--- src/sv/pwto_pkg.sv ---
`default_nettype none

package pwto_pkg;

    localparam int TABLE_DEPTH_DEF = 1024;
    localparam int VOICES_DEF      = 16;

    localparam int CFG_IW = 4;
    localparam int CFG_DW = 23;

    // register map
    localparam logic [CFG_IW-1:0] REG_BASE_PITCH    = 4'd0;
    localparam logic [CFG_IW-1:0] REG_PHASE_KNOB    = 4'd1;
    localparam logic [CFG_IW-1:0] REG_VOLUME_KNOB   = 4'd2;
    localparam logic [CFG_IW-1:0] REG_FM_ATTN       = 4'd3;
    localparam logic [CFG_IW-1:0] REG_PM_ATTN       = 4'd4;
    localparam logic [CFG_IW-1:0] REG_VM_ATTN       = 4'd5;
    localparam logic [CFG_IW-1:0] REG_MODE_BITS     = 4'd6;
    localparam logic [CFG_IW-1:0] REG_SAMPLE_PERIOD = 4'd7;

    // mode bit positions
    localparam int MODE_LIMITED = 0;
    localparam int MODE_FM      = 1;
    localparam int MODE_PM      = 2;
    localparam int MODE_VM      = 3;

    localparam logic [22:0] BASE_PITCH_RST    = 23'd66980;
    localparam logic [16:0] VOLUME_RST        = 17'd32768;
    localparam logic [19:0] SAMPLE_PERIOD_RST = 20'd97392;

    // frequency clamp, Q.8 Hz
    localparam logic [22:0] F_MIN = 23'd2560;
    localparam logic [22:0] F_MAX = 23'd5120000;

    // 0.1 in Q16
    localparam logic signed [15:0] MOD_GAIN = 16'sd6554;

    localparam logic [31:0] EXP_ONE = 32'h4000_0000;

    typedef struct packed {
        logic              action;
        logic [3:0]        voice;
        logic signed [15:0] pitch_volts;
        logic signed [15:0] fm_volts;
        logic signed [15:0] pm_volts;
        logic signed [15:0] vm_volts;
        logic              table_select;
        logic [9:0]        table_index;
        logic signed [15:0] table_value;
    } in_t;

    typedef struct packed {
        logic [3:0]         out_voice;
        logic signed [15:0] audio_out;
    } out_t;

    typedef struct packed {
        logic [22:0]        base_pitch_hz;
        logic [15:0]        phase_knob;
        logic [16:0]        volume_knob;
        logic signed [15:0] fm_attn;
        logic signed [15:0] pm_attn;
        logic signed [15:0] vm_attn;
        logic [3:0]         mode_bits;
        logic [19:0]        sample_period;
    } cfg_t;

    // round(2^(2^(b-11)) * 65536)
    function automatic logic [16:0] exp_step(input logic [3:0] b);
        logic [16:0] k;
        case (b)
            4'd0:    k = 17'd65558;
            4'd1:    k = 17'd65580;
            4'd2:    k = 17'd65625;
            4'd3:    k = 17'd65714;
            4'd4:    k = 17'd65892;
            4'd5:    k = 17'd66250;
            4'd6:    k = 17'd66971;
            4'd7:    k = 17'd68438;
            4'd8:    k = 17'd71468;
            4'd9:    k = 17'd77936;
            4'd10:   k = 17'd92682;
            default: k = 17'd65536;
        endcase
        return k;
    endfunction

endpackage

`default_nettype wire

--- src/sv/pwto_exp.sv ---
`default_nettype none

module pwto_exp (
    input  wire logic        clk,
    input  wire logic        rst_n,
    input  wire logic        start,
    input  wire logic [10:0] frac,
    output logic             done,
    output logic [31:0]      mant
);
    import pwto_pkg::*;

    // one fraction bit per cycle, MSB first; mant is Q2.30
    logic        busy_reg, busy_next;
    logic        done_reg, done_next;
    logic [3:0]  bit_reg, bit_next;
    logic [10:0] frac_reg, frac_next;
    logic [31:0] m_reg, m_next;
    logic [48:0] prod;

    assign prod = 49'(m_reg) * 49'(exp_step(bit_reg));

    always_comb
    begin
        busy_next = busy_reg;
        done_next = 1'b0;
        bit_next  = bit_reg;
        frac_next = frac_reg;
        m_next    = m_reg;
        if (start)
        begin
            busy_next = 1'b1;
            bit_next  = 4'd10;
            frac_next = frac;
            m_next    = EXP_ONE;
        end
        else if (busy_reg)
        begin
            if (frac_reg[bit_reg])
            begin
                m_next = 32'((prod + 49'd32768) >> 16);
            end
            if (bit_reg == 4'd0)
            begin
                busy_next = 1'b0;
                done_next = 1'b1;
            end
            else
            begin
                bit_next = bit_reg - 4'd1;
            end
        end
    end

    always_ff @(posedge clk or negedge rst_n)
    begin
        if (!rst_n)
        begin
            busy_reg <= 1'b0;
            done_reg <= 1'b0;
            bit_reg  <= 4'd0;
        end
        else
        begin
            busy_reg <= busy_next;
            done_reg <= done_next;
            bit_reg  <= bit_next;
        end
    end

    always_ff @(posedge clk)
    begin
        frac_reg <= frac_next;
        m_reg    <= m_next;
    end

    assign done = done_reg;
    assign mant = m_reg;

endmodule

`default_nettype wire

--- config.mk ---
export PLATFORM = sky130hd
export DESIGN_NAME = pwto_exp
export DESIGN_NICKNAME = d
export VERILOG_FILES = /design/src/sv/pwto_pkg.sv /design/src/sv/pwto_exp.sv
export SDC_FILE = /design/constraint.sdc
export NUM_CORES = 1
export LEC_CHECK = 0
export BUFFER_PORTS_ARGS = -buffer_cell sky130_fd_sc_hd__buf_2
export CAP_MARGIN = 0
export CORE_MARGIN = 1.5
export CORE_UTILIZATION = 60
export DETAILED_ROUTE_END_ITERATION = 6
export PLACE_DENSITY = 0.83
export SLEW_MARGIN = 20
export SYNTH_ARGS = -nofsm -noshare
export SYNTH_HDL_FRONTEND = slang
export SYNTH_SLANG_ARGS = --single-unit
--- constraint.sdc ---
create_clock -name clk -period 20.7 [get_ports clk]
set_input_delay 0 -clock clk [delete_from_list [all_inputs] [get_ports clk]]
set_output_delay 0 -clock clk [all_outputs]
set_load 0.1 [all_outputs]
==> flow_metrics.py, run 1 <==
metrics = {
    "global_routing": {
        "grt_use_total_pct": 32.95,
        "grt_pass1_vias": 16880,
        "grt_max_degree": 52,
        "grt_pass1_wl_um": 85840,
        "grt-ovfl-total": 0,
        "antenna_found_initial": 1,
    },
    "critical_path": {
        "arrival_ns": 8.78,
        "end_kind": "flip-flop",
        "crit_type": "reg2reg",
        "cp.required_ns": 20.88,
        "rr_startpoint": "bit_reg[1]",
        "start_kind": "flip-flop",
        "regToRegSetupSlack_ns": 12.09,
        "startpoint": "bit_reg[1]",
        "cp_max_fo": 32,
    },
    "logic_synthesis": {
        "ys_seq_area_share_pct": 5.680,
        "synth_seq_cells": 49,
        "synth.distinct_cells": 79,
        "syn_avg_cell_area_um2": 8.722,
        "synthArstFlopShare_pct": 12.24,
        "yosysWarningCount": 0,
        "synth-main-ff-cell": "dfxtp_1",
        "synthCells": 2263,
        "synth_nets": 2872,
        "syn-cell-area_um2": 19740,
        "synth-edff-count": 11,
    },
    "sta": {
        "tns_ns": 0,
        "worst_slew_pin_slew_ns": 1.146,
        "drv_slew": 0,
        "setup_violations": 0,
        "grt_setup_unrepaired": "no",
        "min_period_ns": 8.606,
        "finClkSkew_ns": 0.01000,
        "fmax_mhz": 116.2,
        "max_slew_margin_pct": 23.30,
        "post-route-period-util_pct": 41.58,
        "hold_viol_final": 0,
    },
    "floorplanning": {
        "die_area_um2": 34000,
        "core_area_um2": 32450,
        "die_w_um": 184.4,
        "die_h_um": 184.4,
        "io_pins": 47,
        "start_util_pct": 60.82,
        "rows": 66,
    },
    "run": {
        "maxCapViolCount": 0,
    },
    "cts": {
        "clock-sinks": 49,
        "cts-root-buf": "clkbuf_16",
        "cts.path.max_buffers": 2,
        "numCtsBuffers": 5,
        "cts.htree.levels": 2,
        "clk_latency_ns": 0.30,
        "cts_tree": "built",
        "path_clk_slew_ns": 0.08,
    },
    "drt": {
        "detail_route.vias_per_cell": 5.754,
        "vias": 15390,
        "post_drt_wl_per_cell_um": 19.81,
        "drt-initial-drc-count": 1033,
        "drc": 0,
        "firstDrtPassIters": 5,
        "detail-route-antenna-nets": 0,
        "wl_um": 52990,
    },
    "final_layout": {
        "largest_reg_flops": 32,
        "n_antenna_cell": 0,
        "drive_above_1_share_pct": 4.926,
        "fillerInstances": 2639,
        "final_nets": 2841,
        "final_common_cell": "inv_1",
        "layout_common_cells": "inv_1 (581), fa_1 (417), and2_1 (277)",
        "area_delta_synth_final_pct": 4.152,
    },
    "run_status": {
        "outcome": "complete, no violations",
    },
    "placement": {
        "numPortBuffers": 46,
        "dp_hpwl_um": 38610,
        "gp_congestion": 0.9506,
    },
    "min_path": {
        "hold_path_class": "in2async",
    },
}
[layer usage]
metal / global-route usage, % / vias up / routed length [µm]
met2: 57.49 / 755 / 26250
met3: 4.782 / 177 / 4166
met4: 15.28 / 0 / 2516
met1: 40.32 / 7754 / 20060
met5: 0 / - / 0
li1: - / 6706 / -
[worst max-delay path, stage by stage (launching register included)]
cell and delay, ns:
dfrtp_1 0.60, inv_1 0.21, ha_1 0.88, mux2i_1 0.25, nor2_4 0.78, and2_1 0.26, fa_1 0.42, inv_1 0.08
fa_1 0.43, fa_1 0.52, inv_1 0.06, fa_1 0.51, fa_1 0.49, inv_1 0.05, fa_1 0.49, inv_1 0.05
ha_1 0.35, a21oi_1 0.25, o211ai_1 0.12, a31oi_1 0.34, a211oi_2 0.14, a211oi_2 0.41, o21ba_1 0.23, mux2i_1 0.20
mux2_1 0.33
[kinds of logic (layout without fill, tap and decap cells)]
group / Yosys count / count (layout) / synth area share, %
mux: 9 / 9 / 0.5895
xor+xnor: 25 / 25 / 1.109
fa+ha+maj: 595 / 595 / 53.58
flops: 49 / 49 / 5.679
buf+inv: 698 / 668 / 13.48
compound gates: 202 / 202 / 7.030
simple gates: 685 / 685 / 18.53
[per-stage QoR]
| step | instances | utilization [%] | setup WS [ns] | area [µm²] | hold slack [ns] |
|---|---|---|---|---|---|
| final | 2675 | 63.35 | 12.09 | 20560 | 0.05164 |
| after global routing | 2675 | 63.35 | 11.81 | 20560 | 0.07563 |
| after CTS | 2675 | 63.34 | 12.23 | 20560 | 0.06256 |
| after detailed placement | 2655 | 62.39 | 12.26 | 20250 | -0.1661 |
| after global placement | 2655 | 62.39 | 12.46 | 20250 | -0.1698 |
| after floorplan | 2263 | - | 13.61 | 19740 | -0.2956 |
[final timing paths]
| path | end | cells after the start |
|---|---|---|
| min in group clk | bit_reg[2] | 2 |
| setup / recovery | mant[31] | 24 |
| setup reg to reg | mant[31] | 24 |
| hold reg to reg | mant[29] | 2 |
| hold / removal | bit_reg[1] | 2 |
| max in group asynchronous | bit_reg[3] | 2 |
[repair_timing]
action	CTS	global route
gates resized for setup	0	0
endpoints found under the hold margin	17	0
buffers inserted	0	0
hold buffers	12	0
[final cells by class]
cell class | count | area, µm² | share of cell area [%]
inverter | 582 | 2185 | 10.63
tap | 442 | 553.0 | 2.690
clock inverter | 2 | 38.79 | 0.1887
multi-input combinational | 1516 | 16010 | 77.88
sequential | 49 | 1121 | 5.453
timing repair buffer | 78 | 500.5 | 2.434
clock buffer | 6 | 150.1 | 0.7303
[synth_stat cells, drive strengths merged, types with 8 or more instances]
master / number / area, µm²
and3: 61 / 381.6
nor3: 10 / 50.05
fa: 417 / 8348
o21bai: 12 / 90.09
xnor2: 21 / 183.9
clkbuf: 94 / 352.8
o21ai: 34 / 185.2
inv: 581 / 2181
and2: 278 / 1739
buf: 22 / 123.9
dfxtp: 32 / 640.6
nand2: 229 / 862.1
nand4: 22 / 158.9
nor2: 32 / 125.1
a31oi: 11 / 68.82
a21o: 16 / 120.1
edfxtp: 11 / 330.3
nand3: 23 / 115.1
a22o: 8 / 70.07
a21oi: 73 / 387.9
ha: 178 / 2227
Power of run 1 is left out: the tool's default activity adds up to more than one toggle a clock period on the data nets, which glitch-free logic cannot reach.
==> run 2, diff against run 1 <==
--- a/config.mk
+++ b/config.mk
@@ -10,7 +10,7 @@
 export CORE_MARGIN = 1.5
 export CORE_UTILIZATION = 60
 export DETAILED_ROUTE_END_ITERATION = 6
-export PLACE_DENSITY = 0.83
+export PLACE_DENSITY = 0.86
 export SLEW_MARGIN = 20
 export SYNTH_ARGS = -nofsm -noshare
 export SYNTH_HDL_FRONTEND = slang
==> constraint.sdc (replaced) <==
create_clock -name clk -period 7.6 [get_ports clk]
set_input_delay 0 -clock clk [delete_from_list [all_inputs] [get_ports clk]]
set_output_delay 0 -clock clk [all_outputs]
set_load 0.1 [all_outputs]
==> run 2 against run 1 <==
  * Sequential share of layout area shrank 0.096 points
  * Worst hold slack worse by 0.0016 ns
  * Final cell count up 1.7%
  * Register-to-register slack lost 12 ns
  * Routed wire length grew 2.0%
  * Final area up 1.9%
  * Largest cell class unchanged
  * Die area unchanged
  * Non-clock buffer count grew 45
  * Global-route usage grew 0.69 points
==> flow_metrics.py, run 2 (synthesis gave the netlist of run 1 again) <==
metrics = {
    "global_routing": {
        "grt_pass1_wl_um": 87810,
        "grt_use_total_pct": 33.63,
        "grt-ovfl-total": 0,
        "antenna_found_initial": 0,
        "grt_pass1_vias": 17180,
        "grt_max_degree": 44,
    },
    "run_status": {
        "outcome": "complete, no violations",
    },
    "run": {
        "maxCapViolCount": 0,
    },
    "critical_path": {
        "crit_type": "reg2reg",
        "cp-endpoint": "mant[18]",
        "cp_max_fo": 14,
        "cp.required_ns": 7.80,
        "rr_startpoint": "bit_reg[1]",
        "start_kind": "flip-flop",
        "end_kind": "flip-flop",
        "startpoint": "bit_reg[1]",
        "r2r-end": "mant[18]",
        "arrival_ns": 7.56,
        "reg2reg_depth": 26,
        "regToRegSetupSlack_ns": 0.24,
    },
    "sta": {
        "worst_slew_pin_slew_ns": 1.041,
        "max_slew_margin_pct": 30.51,
        "min_period_ns": 7.358,
        "fmax_mhz": 135.9,
        "drv_slew": 0,
        "post-route-period-util_pct": 96.82,
        "finClkSkew_ns": 0.01481,
        "hold_viol_final": 0,
        "setup_violations": 0,
    },
    "final_layout": {
        "drive_above_1_share_pct": 7.112,
        "n_antenna_cell": 0,
        "fin_area_um2": 20950,
        "layout_common_cells": "inv_1 (581), fa_1 (417), and2_1 (278)",
        "final_nets": 2886,
        "largest_reg_flops": 32,
        "fillerInstances": 2580,
        "final_common_cell": "inv_1",
        "area_delta_synth_final_pct": 6.142,
    },
    "drt": {
        "firstDrtPassIters": 7,
        "vias": 15660,
        "detail_route.vias_per_cell": 5.758,
        "post_drt_wl_per_cell_um": 19.88,
        "detail-route-antenna-nets": 0,
        "drc": 0,
        "wl_um": 54070,
        "drt-initial-drc-count": 1170,
    },
    "cts": {
        "cts.htree.levels": 2,
        "numCtsBuffers": 5,
        "cts.path.max_buffers": 2,
        "path_clk_slew_ns": 0.08,
        "clk_latency_ns": 0.30,
        "cts_tree": "built",
        "clock-sinks": 49,
        "cts-root-buf": "clkbuf_16",
    },
    "placement": {
        "placed_area_um2": 20590,
        "gp_congestion": 0.9321,
        "dp_hpwl_um": 41120,
        "numPortBuffers": 46,
    },
    "floorplanning": {
        "die_h_um": 184.4,
        "rows": 66,
        "die_area_um2": 34000,
        "start_util_pct": 60.82,
        "core_area_um2": 32450,
        "die_w_um": 184.4,
        "io_pins": 47,
    },
    "min_path": {
        "hold_path_class": "in2async",
    },
}
## run 2: metal layers
metal | wire length, µm | vias to the layer above | share of wire (%) | global-route usage (%)
met5 | 0 | - | 0 | 0
met2 | 26530 | 792 | 49 | 58.28
met1 | 19800 | 7845 | 37 | 41.09
met3 | 4899 | 214 | 9.1 | 5.473
li1 | - | 6812 | - | -
met4 | 2841 | 0 | 5.3 | 15.70
## run 2: worst max-delay path, cell delays in order, from the launching register on
cell and delay (ns):
dfrtp_2 0.44, inv_1 0.17, ha_1 0.30, buf_4 0.22
mux2i_1 0.21, nor2_2 0.07, buf_4 0.21, and2_1 0.19
fa_1 0.49, inv_1 0.05, fa_1 0.53, fa_1 0.55
inv_1 0.06, fa_1 0.50, fa_1 0.51, inv_1 0.05
fa_1 0.48, inv_1 0.05, ha_1 0.38, a21oi_2 0.22
o21ai_0 0.15, a2111oi_0 0.38, a21boi_2 0.38, o31a_1 0.23
o21bai_1 0.08, xor2_1 0.15, a22o_1 0.21
## run 2: area by class of cell
cell class / instances / area [µm²] / share of cell area [%]
clock buffer: 7 / 153.9 / 0.7346
timing repair buffer: 123 / 904.6 / 4.318
inverter: 582 / 2185 / 10.43
sequential: 49 / 1122 / 5.357
tap: 442 / 553.0 / 2.640
multi-input combinational: 1516 / 16020 / 76.48
clock inverter: 1 / 8.758 / 0.04180
## run 2: how the worst min path moves through the flow
stage	startpoint	to	slack (ns)	cells past startpoint
6_report	rst_n	done	0.05	2
5_1_grt	rst_n	done	0.08	2
4_1_cts	rst_n	done	0.06	2
3_5_place_dp	rst_n	done	-0.17	1
3_3_place_gp	rst_n	done	-0.16	1
2_1_floorplan	rst_n	bit_reg[0]	-0.30	0
## run 2: timing repair
action	CTS	global route
hold buffers	12	0
buffers inserted	0	4
resized for setup	0	14
hold endpoints to repair	17	0
setup endpoints to repair	0	17
## run 2: metrics by stage
stage                     setup TNS (ns)  setup WS, ns  util, %  hold slack (ns)  cells
after floorplan                        0        0.5119        -          -0.2956   2263
after global placement                 0        0.2625    63.46          -0.1639   2696
after detailed placement               0        0.1857    63.46          -0.1669   2696
after CTS                              0        0.1813    64.33          0.06102   2716
after global routing           -0.009917     -0.005024    64.56          0.07633   2720
final                                  0        0.2419    64.56          0.04999   2720
Power of run 2 is left out for the same reason.
