[config.mk]
export PLATFORM = sky130hd
export DESIGN_NAME = pwto_cfg
export DESIGN_NICKNAME = d
export VERILOG_FILES = /design/src/sv/pwto_pkg.sv /design/src/sv/pwto_cfg.sv
export SDC_FILE = /design/constraint.sdc
export NUM_CORES = 1
export LEC_CHECK = 0
export BUFFER_PORTS_ARGS = -buffer_cell sky130_fd_sc_hd__buf_2
export CAP_MARGIN = 20
export CORE_MARGIN = 1.5
export CORE_UTILIZATION = 47
export CTS_BUF_LIST = sky130_fd_sc_hd__clkbuf_8
export DETAILED_ROUTE_END_ITERATION = 6
export GPL_ROUTABILITY_DRIVEN = 0
export HOLD_SLACK_MARGIN = 0.03
export PLACE_DENSITY_LB_ADDON = 0.05
export SYNTH_ARGS = -nofsm -noshare
export SYNTH_HDL_FRONTEND = slang
export SYNTH_SLANG_ARGS = --single-unit
[constraint.sdc]
create_clock -name clk -period 0.8 [get_ports clk]
set_input_delay 0.08 -clock clk [delete_from_list [all_inputs] [get_ports clk]]
set_output_delay 0.08 -clock clk [all_outputs]
set_load 0.03 [all_outputs]
[src/sv/pwto_pkg.sv]
`default_nettype none

package pwto_pkg;

    localparam int TABLE_DEPTH_DEF = 1024;
    localparam int VOICES_DEF      = 16;

    localparam int CFG_IW = 4;
    localparam int CFG_DW = 23;

    // register map
    localparam logic [CFG_IW-1:0] REG_BASE_PITCH    = 4'd0;
    localparam logic [CFG_IW-1:0] REG_PHASE_KNOB    = 4'd1;
    localparam logic [CFG_IW-1:0] REG_VOLUME_KNOB   = 4'd2;
    localparam logic [CFG_IW-1:0] REG_FM_ATTN       = 4'd3;
    localparam logic [CFG_IW-1:0] REG_PM_ATTN       = 4'd4;
    localparam logic [CFG_IW-1:0] REG_VM_ATTN       = 4'd5;
    localparam logic [CFG_IW-1:0] REG_MODE_BITS     = 4'd6;
    localparam logic [CFG_IW-1:0] REG_SAMPLE_PERIOD = 4'd7;

    // mode bit positions
    localparam int MODE_LIMITED = 0;
    localparam int MODE_FM      = 1;
    localparam int MODE_PM      = 2;
    localparam int MODE_VM      = 3;

    localparam logic [22:0] BASE_PITCH_RST    = 23'd66980;
    localparam logic [16:0] VOLUME_RST        = 17'd32768;
    localparam logic [19:0] SAMPLE_PERIOD_RST = 20'd97392;

    // frequency clamp, Q.8 Hz
    localparam logic [22:0] F_MIN = 23'd2560;
    localparam logic [22:0] F_MAX = 23'd5120000;

    // 0.1 in Q16
    localparam logic signed [15:0] MOD_GAIN = 16'sd6554;

    localparam logic [31:0] EXP_ONE = 32'h4000_0000;

    typedef struct packed {
        logic              action;
        logic [3:0]        voice;
        logic signed [15:0] pitch_volts;
        logic signed [15:0] fm_volts;
        logic signed [15:0] pm_volts;
        logic signed [15:0] vm_volts;
        logic              table_select;
        logic [9:0]        table_index;
        logic signed [15:0] table_value;
    } in_t;

    typedef struct packed {
        logic [3:0]         out_voice;
        logic signed [15:0] audio_out;
    } out_t;

    typedef struct packed {
        logic [22:0]        base_pitch_hz;
        logic [15:0]        phase_knob;
        logic [16:0]        volume_knob;
        logic signed [15:0] fm_attn;
        logic signed [15:0] pm_attn;
        logic signed [15:0] vm_attn;
        logic [3:0]         mode_bits;
        logic [19:0]        sample_period;
    } cfg_t;

    // round(2^(2^(b-11)) * 65536)
    function automatic logic [16:0] exp_step(input logic [3:0] b);
        logic [16:0] k;
        case (b)
            4'd0:    k = 17'd65558;
            4'd1:    k = 17'd65580;
            4'd2:    k = 17'd65625;
            4'd3:    k = 17'd65714;
            4'd4:    k = 17'd65892;
            4'd5:    k = 17'd66250;
            4'd6:    k = 17'd66971;
            4'd7:    k = 17'd68438;
            4'd8:    k = 17'd71468;
            4'd9:    k = 17'd77936;
            4'd10:   k = 17'd92682;
            default: k = 17'd65536;
        endcase
        return k;
    endfunction

endpackage

`default_nettype wire

[src/sv/pwto_cfg.sv]
`default_nettype none

module pwto_cfg (
    input  wire logic                        clk,
    input  wire logic                        rst_n,
    input  wire logic                        cfg_valid,
    output logic                             cfg_ready,
    input  wire logic [pwto_pkg::CFG_IW-1:0] cfg_index,
    input  wire logic [pwto_pkg::CFG_DW-1:0] cfg_data,
    output pwto_pkg::cfg_t                   cfg
);
    import pwto_pkg::*;

    cfg_t cfg_reg, cfg_next;

    always_comb
    begin
        cfg_next = cfg_reg;
        if (cfg_valid)
        begin
            case (cfg_index)
                REG_BASE_PITCH:    cfg_next.base_pitch_hz = cfg_data[22:0];
                REG_PHASE_KNOB:    cfg_next.phase_knob    = cfg_data[15:0];
                REG_VOLUME_KNOB:   cfg_next.volume_knob   = cfg_data[16:0];
                REG_FM_ATTN:       cfg_next.fm_attn       = cfg_data[15:0];
                REG_PM_ATTN:       cfg_next.pm_attn       = cfg_data[15:0];
                REG_VM_ATTN:       cfg_next.vm_attn       = cfg_data[15:0];
                REG_MODE_BITS:     cfg_next.mode_bits     = cfg_data[3:0];
                REG_SAMPLE_PERIOD: cfg_next.sample_period = cfg_data[19:0];
                default:           cfg_next = cfg_reg;
            endcase
        end
    end

    always_ff @(posedge clk or negedge rst_n)
    begin
        if (!rst_n)
        begin
            cfg_reg.base_pitch_hz <= BASE_PITCH_RST;
            cfg_reg.phase_knob    <= 16'd0;
            cfg_reg.volume_knob   <= VOLUME_RST;
            cfg_reg.fm_attn       <= 16'sd0;
            cfg_reg.pm_attn       <= 16'sd0;
            cfg_reg.vm_attn       <= 16'sd0;
            cfg_reg.mode_bits     <= 4'd0;
            cfg_reg.sample_period <= SAMPLE_PERIOD_RST;
        end
        else
        begin
            cfg_reg <= cfg_next;
        end
    end

    assign cfg_ready = 1'b1;
    assign cfg       = cfg_reg;

endmodule

`default_nettype wire
==> summary.txt, run 1 <==
status: complete, but fails checks
failing checks: setup timing
vias in the first global route: 3771
Final Cell Area: 8551 sq um
EDFF count, synth: 0
CTS tree: done
worst vdd ir: 1.735 mV
Synthesis Warnings: 0
Net Sw Power: 8.675 mW
Die W: 105.3 microns
critical path required time: 0.72 ns
GRT Max-Usage Layer: met2
final hold vios: 0
clock root buffer: clkbuf_8
antenna cell count: 0
min-delay worst type: primary input to register
combinational power share: 0.397
die area: 11080 sq um
Clk Latency, worst-skew pair: 0.42 ns
Setup Skew: 0 ns
Worst Setup Path Type: register to output pin
crit-path max FO: 2
clock tree buffer depth: 2
vias post-DR: 3459
max reg flops: 128
# fillers: 515
area leader, netlist: dfrtp_1
gr usage total: 0.2592
Flop pwr share: 0.364
row count: 37
Lkg Pwr: 4.156 nW
Routed Antenna Nets: 0
Syn Std Cell Area: 4916 sq um
count leader, synth: mux2_2
Worst Path Buf+Inv: 1
Post-Synthesis Cells: 282
final net count: 579
share of the synthesized area in the top cell type: 0.5701
Int Power: 17.11 mW
met2 Resource Use GR: 0.4146
unrepaired setup endpoints after global routing: true
initial drt markers: 81
crit path DAT: 1.12 ns
met1 global-route usage: 0.3303
Worst Setup Slack, final: -0.3968 ns
Worst-path clk slew: 0.08 ns
Clock power frac: 0.239
slowest stage delay, CP: 0.56 ns
Via density: 4.956
largest net degree at the start of global routing: 52
crit start category: register
H-Tree Depth: 4
crit share post-route: 1.496
port bufs: 157
asr flop ratio synth: 1.000
Max Slew Vio Count: 0
Initial Util: 0.4805
Synth Flop Type: dfrtp_1
cell area after placement: 6206 sq um
GR Layer Usage met3: 0.08782
crit path time final: 1.197 ns
Seq/Total Area, Yosys: 0.6556
Final TNS setup: -47.23 ns
Setup Viol. Count Final: 227
Post-route DRC: 0
drt wl/cell: 19.92 microns
Synth Register Bits: 128
slowest CP cell: dfstp_2
Synth-to-Final Area Change: 73.94%
CP top delay family: flip-flops
drt first pass iters: 4
global-route wire length before repair: 21430 microns
top cells by area, synth: dfrtp_1, mux2_2, dfstp_2, mux2_4, nor3b_4
max_cap viols: 0
pwr dens: 3016 nW/um^2
hpwl dp: 7791 microns
FMAX: 0.8356 GHz
clock sinks: 128
CP Cell Sequence: buf_6
syn avg cell area: 17.43 sq um
final wirelength: 13910 microns
die height: 105.3 microns
library cells used by synthesis: 18
Net Count, Synth: 312
Worst setup EP type: output pin
Switching Fraction: 0.3364
core footprint: 10230 sq um
grt ovf: 0
initial antenna violation count: 0
TritonCTS Buffers: 17
top cells by instance count after synthesis: mux2_2, dfrtp_1, dfstp_2
layout cells sized above 1: 0.7580
I/O Pins: 159
## cells by family (layout without fill, tap and decap cells)
group	after synthesis	count (layout)	share of synthesized area
buffers and inverters	13	293	0.01934
other	1	1	0.0007628
AND/OR/NAND/NOR	12	12	0.02342
multiplexers	128	128	0.3008
flip-flops	128	128	0.6556
## power groups by stage
stage | Combinational [mW] | Sequential (mW) | Clock [mW]
finish | 10.2 | 9.39 | 6.17
global route | 10.7 | 9.53 | 6.59
CTS | 9.85 | 9.28 | 6.20
detailed placement | 7.07 | 9.03 | 0
global placement | 6.97 | 8.97 | 0
floorplan | 1.73 | 12.0 | 0
## worst register-to-register path: cells and delay by family (launching register included)
kind | cells | cell delay [ns]
flops | 1 | 0.44
mux | 1 | 0.26
buf+inv | 1 | 0.14
## per-stage QoR
| step | utilization | power, mW | setup WS, ns | hold slack [ns] | std cells |
|---|---|---|---|---|---|
| global placement | 0.6066 | 15.95 | -0.5631 | -0.09580 | 585 |
| CTS | 0.8177 | 25.33 | -0.4059 | 0.04568 | 687 |
| detailed placement | 0.6066 | 16.10 | -0.5871 | -0.09621 | 585 |
| finish | 0.8358 | 25.79 | -0.3968 | 0.04920 | 698 |
| floorplan | - | 13.77 | -0.4545 | -0.2156 | 282 |
| global route | 0.8358 | 26.77 | -0.4426 | 0.03618 | 698 |
## metal layers
metal / vias to the layer above / share of wire / routed length, microns
met5: - / 0 / 0
met4: 0 / 0.019 / 264
met3: 19 / 0.055 / 763
met2: 130 / 0.51 / 7077
met1: 1777 / 0.42 / 5802
li1: 1533 / - / -
## area by class of cell
class | instances | area (sq um) | area share
sequential | 128 | 3224 | 0.3771
clock inverter | 13 | 185.2 | 0.02166
tap | 136 | 170.2 | 0.01990
multi-input combinational | 141 | 1881 | 0.2199
clock buffer | 19 | 261.5 | 0.03058
timing repair buffer | 261 | 2829 | 0.3308
## cell usage in the layout (no fill, tap or decap), drive strengths merged, types with 2 or more instances in the layout
cell	netlist	routed
clkbuf	1	19
dlygate4sd3	0	24
bufinv	0	4
clkinv	0	3
nand2	2	2
dfrtp	112	112
nor2	2	2
dfstp	16	16
mux2	128	128
clkinvlp	0	5
nor3b	3	3
buf	12	237
nand3b	3	3
## final timing paths
| kind | startpoint | endpoint | slack [ns] | depth (start not counted) |
|---|---|---|---|---|
| worst min register to register | cfg[95] | cfg[95] | 0.53 | 1 |
| min in group asynchronous | rst_n | cfg[48] | 0.21 | 3 |
| worst max-delay path | cfg[12] | cfg[12] | -0.40 | 1 |
| worst max register to register | cfg[51] | cfg[51] | -0.14 | 2 |
| worst min-delay path | cfg_data[3] | cfg[27] | 0.05 | 2 |
| max in group asynchronous | rst_n | cfg[47] | 0.03 | 3 |
## timing repair
| item | in CTS | in global routing |
|---|---|---|
| gates cloned | 6 | 1 |
| endpoints found under the hold margin | 231 | 3 |
| gates resized for setup | 315 | 43 |
| hold buffers | 24 | 1 |
| setup endpoints to repair | 223 | 237 |
| setup buffers | 41 | 27 |
| pin swaps | 4 | 2 |
Power figures use the tool's default switching activity.
==> run 2, diff against run 1 <==
--- a/config.mk
+++ b/config.mk
@@ -5,10 +5,11 @@
 export SDC_FILE = /design/constraint.sdc
 export NUM_CORES = 1
 export LEC_CHECK = 0
+export ABC_AREA = 1
 export BUFFER_PORTS_ARGS = -buffer_cell sky130_fd_sc_hd__buf_2
 export CAP_MARGIN = 20
 export CORE_MARGIN = 1.5
-export CORE_UTILIZATION = 47
+export CORE_UTILIZATION = 48
 export CTS_BUF_LIST = sky130_fd_sc_hd__clkbuf_8
 export DETAILED_ROUTE_END_ITERATION = 6
 export GPL_ROUTABILITY_DRIVEN = 0
==> summary.txt, run 2 <==
crit start category: register
status: complete, but fails checks
failing checks: setup timing
syn avg cell area: 9.004 sq um (-48%)
drt wl/cell: 17.31 microns (-13%)
Worst Path Buf+Inv: 1 (unchanged)
Lkg Pwr: 4.397 nW (+5.8%)
CP top delay family: flip-flops
Seq/Total Area, Yosys: 0.5956 (-0.06003)
max reg flops: 128 (unchanged)
Final Cell Area: 8479 sq um (-0.83%)
drt first pass iters: 5 (+1)
count leader, synth: nand2_1
top cells by area, synth: dfrtp_1, nand2_1, nand4_1, dfstp_2, o21bai_1
library cells used by synthesis: 20 (+2)
most frequent cells in the layout: nand2_1, buf_6, dfrtp_1
Worst R2R Setup Slack: -0.06 ns (+0.08 ns)
non-filler instance count after layout: 988 (+42%)
Worst Setup Slack, final: -0.4100 ns (-0.01323 ns)
Worst Setup Path Type: register to output pin
most common cell after layout, fill and taps aside: nand2_1
hpwl dp: 10280 microns (+32%)
# fillers: 738 (+43%)
area occupied by multi-input gates: 1928 sq um (+2.5%)
post-layout util: 0.7754 (-0.06036)
final hold vios: 0 (unchanged)
min-delay worst type: primary input to async pin
Net Count, Synth: 631 (+100%)
cell area after placement: 6618 sq um (+6.6%)
share of the synthesized area in the top cell type: 0.5179 (-0.05220)
worst vdd ir: 1.527 mV (-12%)
largest net degree at the start of global routing: 42 (-19%)
I/O Pins: 159 (unchanged)
max_cap viols: 0 (unchanged)
Setup Viol. Count Final: 132 (-42%)
initial antenna violation count: 0 (unchanged)
Synth-to-Final Area Change: 56.69%
clock sinks: 128 (unchanged)
crit share post-route: 1.513 (+0.01654)
core footprint: 10940 sq um (+6.9%)
Synth Register Bits: 128 (unchanged)
FMAX: 0.8264 GHz (-1.1%)
TritonCTS Buffers: 17 (unchanged)
gr usage total: 0.2984 (+0.03916)
slowest stage delay, CP: 0.56 ns (about the same)
CTS tree: done
Via density: 5.224 (+5.4%)
vias post-DR: 5161 (+49%)
H-Tree Depth: 4 (unchanged)
Post-route DRC: 0 (unchanged)
Syn Std Cell Area: 5411 sq um (+10%)
cells on worst reg2reg path: 4 (+2)
top cells by instance count after synthesis: nand2_1, dfrtp_1, nand4_1
Synth Flop Type: dfrtp_1
critical path required time: 0.72 ns (about the same)
crit path time final: 1.210 ns (+0.01323 ns)
reg-to-reg critical path startpoint: cfg[79]
pwr dens: 2861 nW/um^2 (-5.1%)
row count: 38 (+2.7%)
Setup Skew: 0 ns (unchanged)
vias in the first global route: 5034 (+33%)
final wirelength: 17100 microns (+23%)
Storage cell area: 3247 sq um (+0.70%)
Critical Path Stages: 1 (unchanged)
Routed Antenna Nets: 0 (unchanged)
port bufs: 157 (unchanged)
area leader, netlist: dfrtp_1
Reg2Reg Capture Point: cfg[79]
dpl cells: 886 (+51%)
WHS: 0.04585 ns (-0.003345 ns)
unrepaired setup endpoints after global routing: true
Worst setup EP type: output pin
CP Cell Sequence: buf_6
Max Slew Vio Count: 0 (unchanged)
initial drt markers: 352 (+330%)
Post-Synthesis Cells: 601 (+110%)
layout cells sized above 1: 0.3821 (-0.3759)
final net count: 865 (+49%)
Synthesis Warnings: 0 (unchanged)
Die W: 109.2 microns (+3.7%)
global-route wire length before repair: 26320 microns (+23%)
clock root buffer: clkbuf_8
clock tree buffer depth: 2 (unchanged)
crit-path max FO: 2 (unchanged)
crit path DAT: 1.13 ns (about the same)
Initial Util: 0.4949 (+0.01436)
EDFF count, synth: 0 (unchanged)
grt ovf: 0 (unchanged)
Clk Latency, worst-skew pair: 0.44 ns (+0.02 ns)
post-layout total power: 24.26 mW (-5.9%)
die height: 109.2 microns (+3.7%)
die area: 11920 sq um (+7.6%)
asr flop ratio synth: 1.000 (unchanged)
Worst-path clk slew: 0.07 ns (about the same)
antenna cell count: 0 (unchanged)
slowest CP cell: dfstp_2
## run 2: cell count changes after synthesis, sizes merged
cell    before  now
inv          0   26
nand2        2  295
and3         1    0
or3          1    0
o21bai       0   20
mux2       128    0
nand3b       3    0
clkbuf       1    9
nor2         2    9
nand3        0    7
nor3b        3    0
nand4        0   72
buf         12   34
## run 2: repair_timing
item / in CTS / in global routing
resized for setup: 256 / 12
endpoints found under the hold margin: 256 / 0
setup endpoints to repair: 128 / 133
pin swaps: 0 / 4
hold buffers: 25 / 0
buffers inserted: 28 / 18
## run 2: stage by stage
stage	TNS [ns]	setup slack, ns
2_1_floorplan	-6.030	-0.1106
3_3_place_gp	-24.43	-0.2463
3_5_place_dp	-27.39	-0.2677
4_1_cts	-38.02	-0.4261
5_1_grt	-40.18	-0.4435
6_report	-36.83	-0.4100
## run 2: logic make-up after synthesis
logic type | after synthesis | share of synthesized area
compound gates | 20 | 0.02774
buf+inv | 69 | 0.06011
other cells | 1 | 0.0006930
simple gates | 383 | 0.3158
flops | 128 | 0.5956
## run 2: where the power goes
part / internal (mW) / switching [mW] / total [mW]
clock: 3.47 / 2.67 / 6.14
sequential: 8.00 / 1.12 / 9.11
combinational: 4.05 / 4.95 / 9.01
total: 15.5 / 8.74 / 24.3
## run 2: how the worst max path moves through the flow
| stage | startpoint | to |
|---|---|---|
| after floorplan | cfg_index[0] | cfg[45] |
| after global placement | cfg_index[0] | cfg[123] |
| after detailed placement | cfg_index[0] | cfg[109] |
| after CTS | cfg[112] | cfg[112] |
| after global routing | cfg[112] | cfg[112] |
| final | cfg[115] | cfg[115] |
## run 2: metal layers
| metal | part of all wire | track usage |
|---|---|---|
| met1 | 0.41 | 0.3953 |
| met2 | 0.49 | 0.4732 |
| met3 | 0.071 | 0.06157 |
| met4 | 0.022 | 0.1364 |
| met5 | 0 | 0 |
## run 2: area by class of cell
| cell class | instances | share of cell area |
|---|---|---|
| Sequential cell | 128 | 0.3829 |
| Timing Repair Buffer | 258 | 0.3059 |
| Multi-Input combinational cell | 404 | 0.2274 |
| Clock buffer | 18 | 0.02922 |
| Clock inverter | 14 | 0.02243 |
| Tap cell | 140 | 0.02066 |
| Inverter | 26 | 0.01151 |
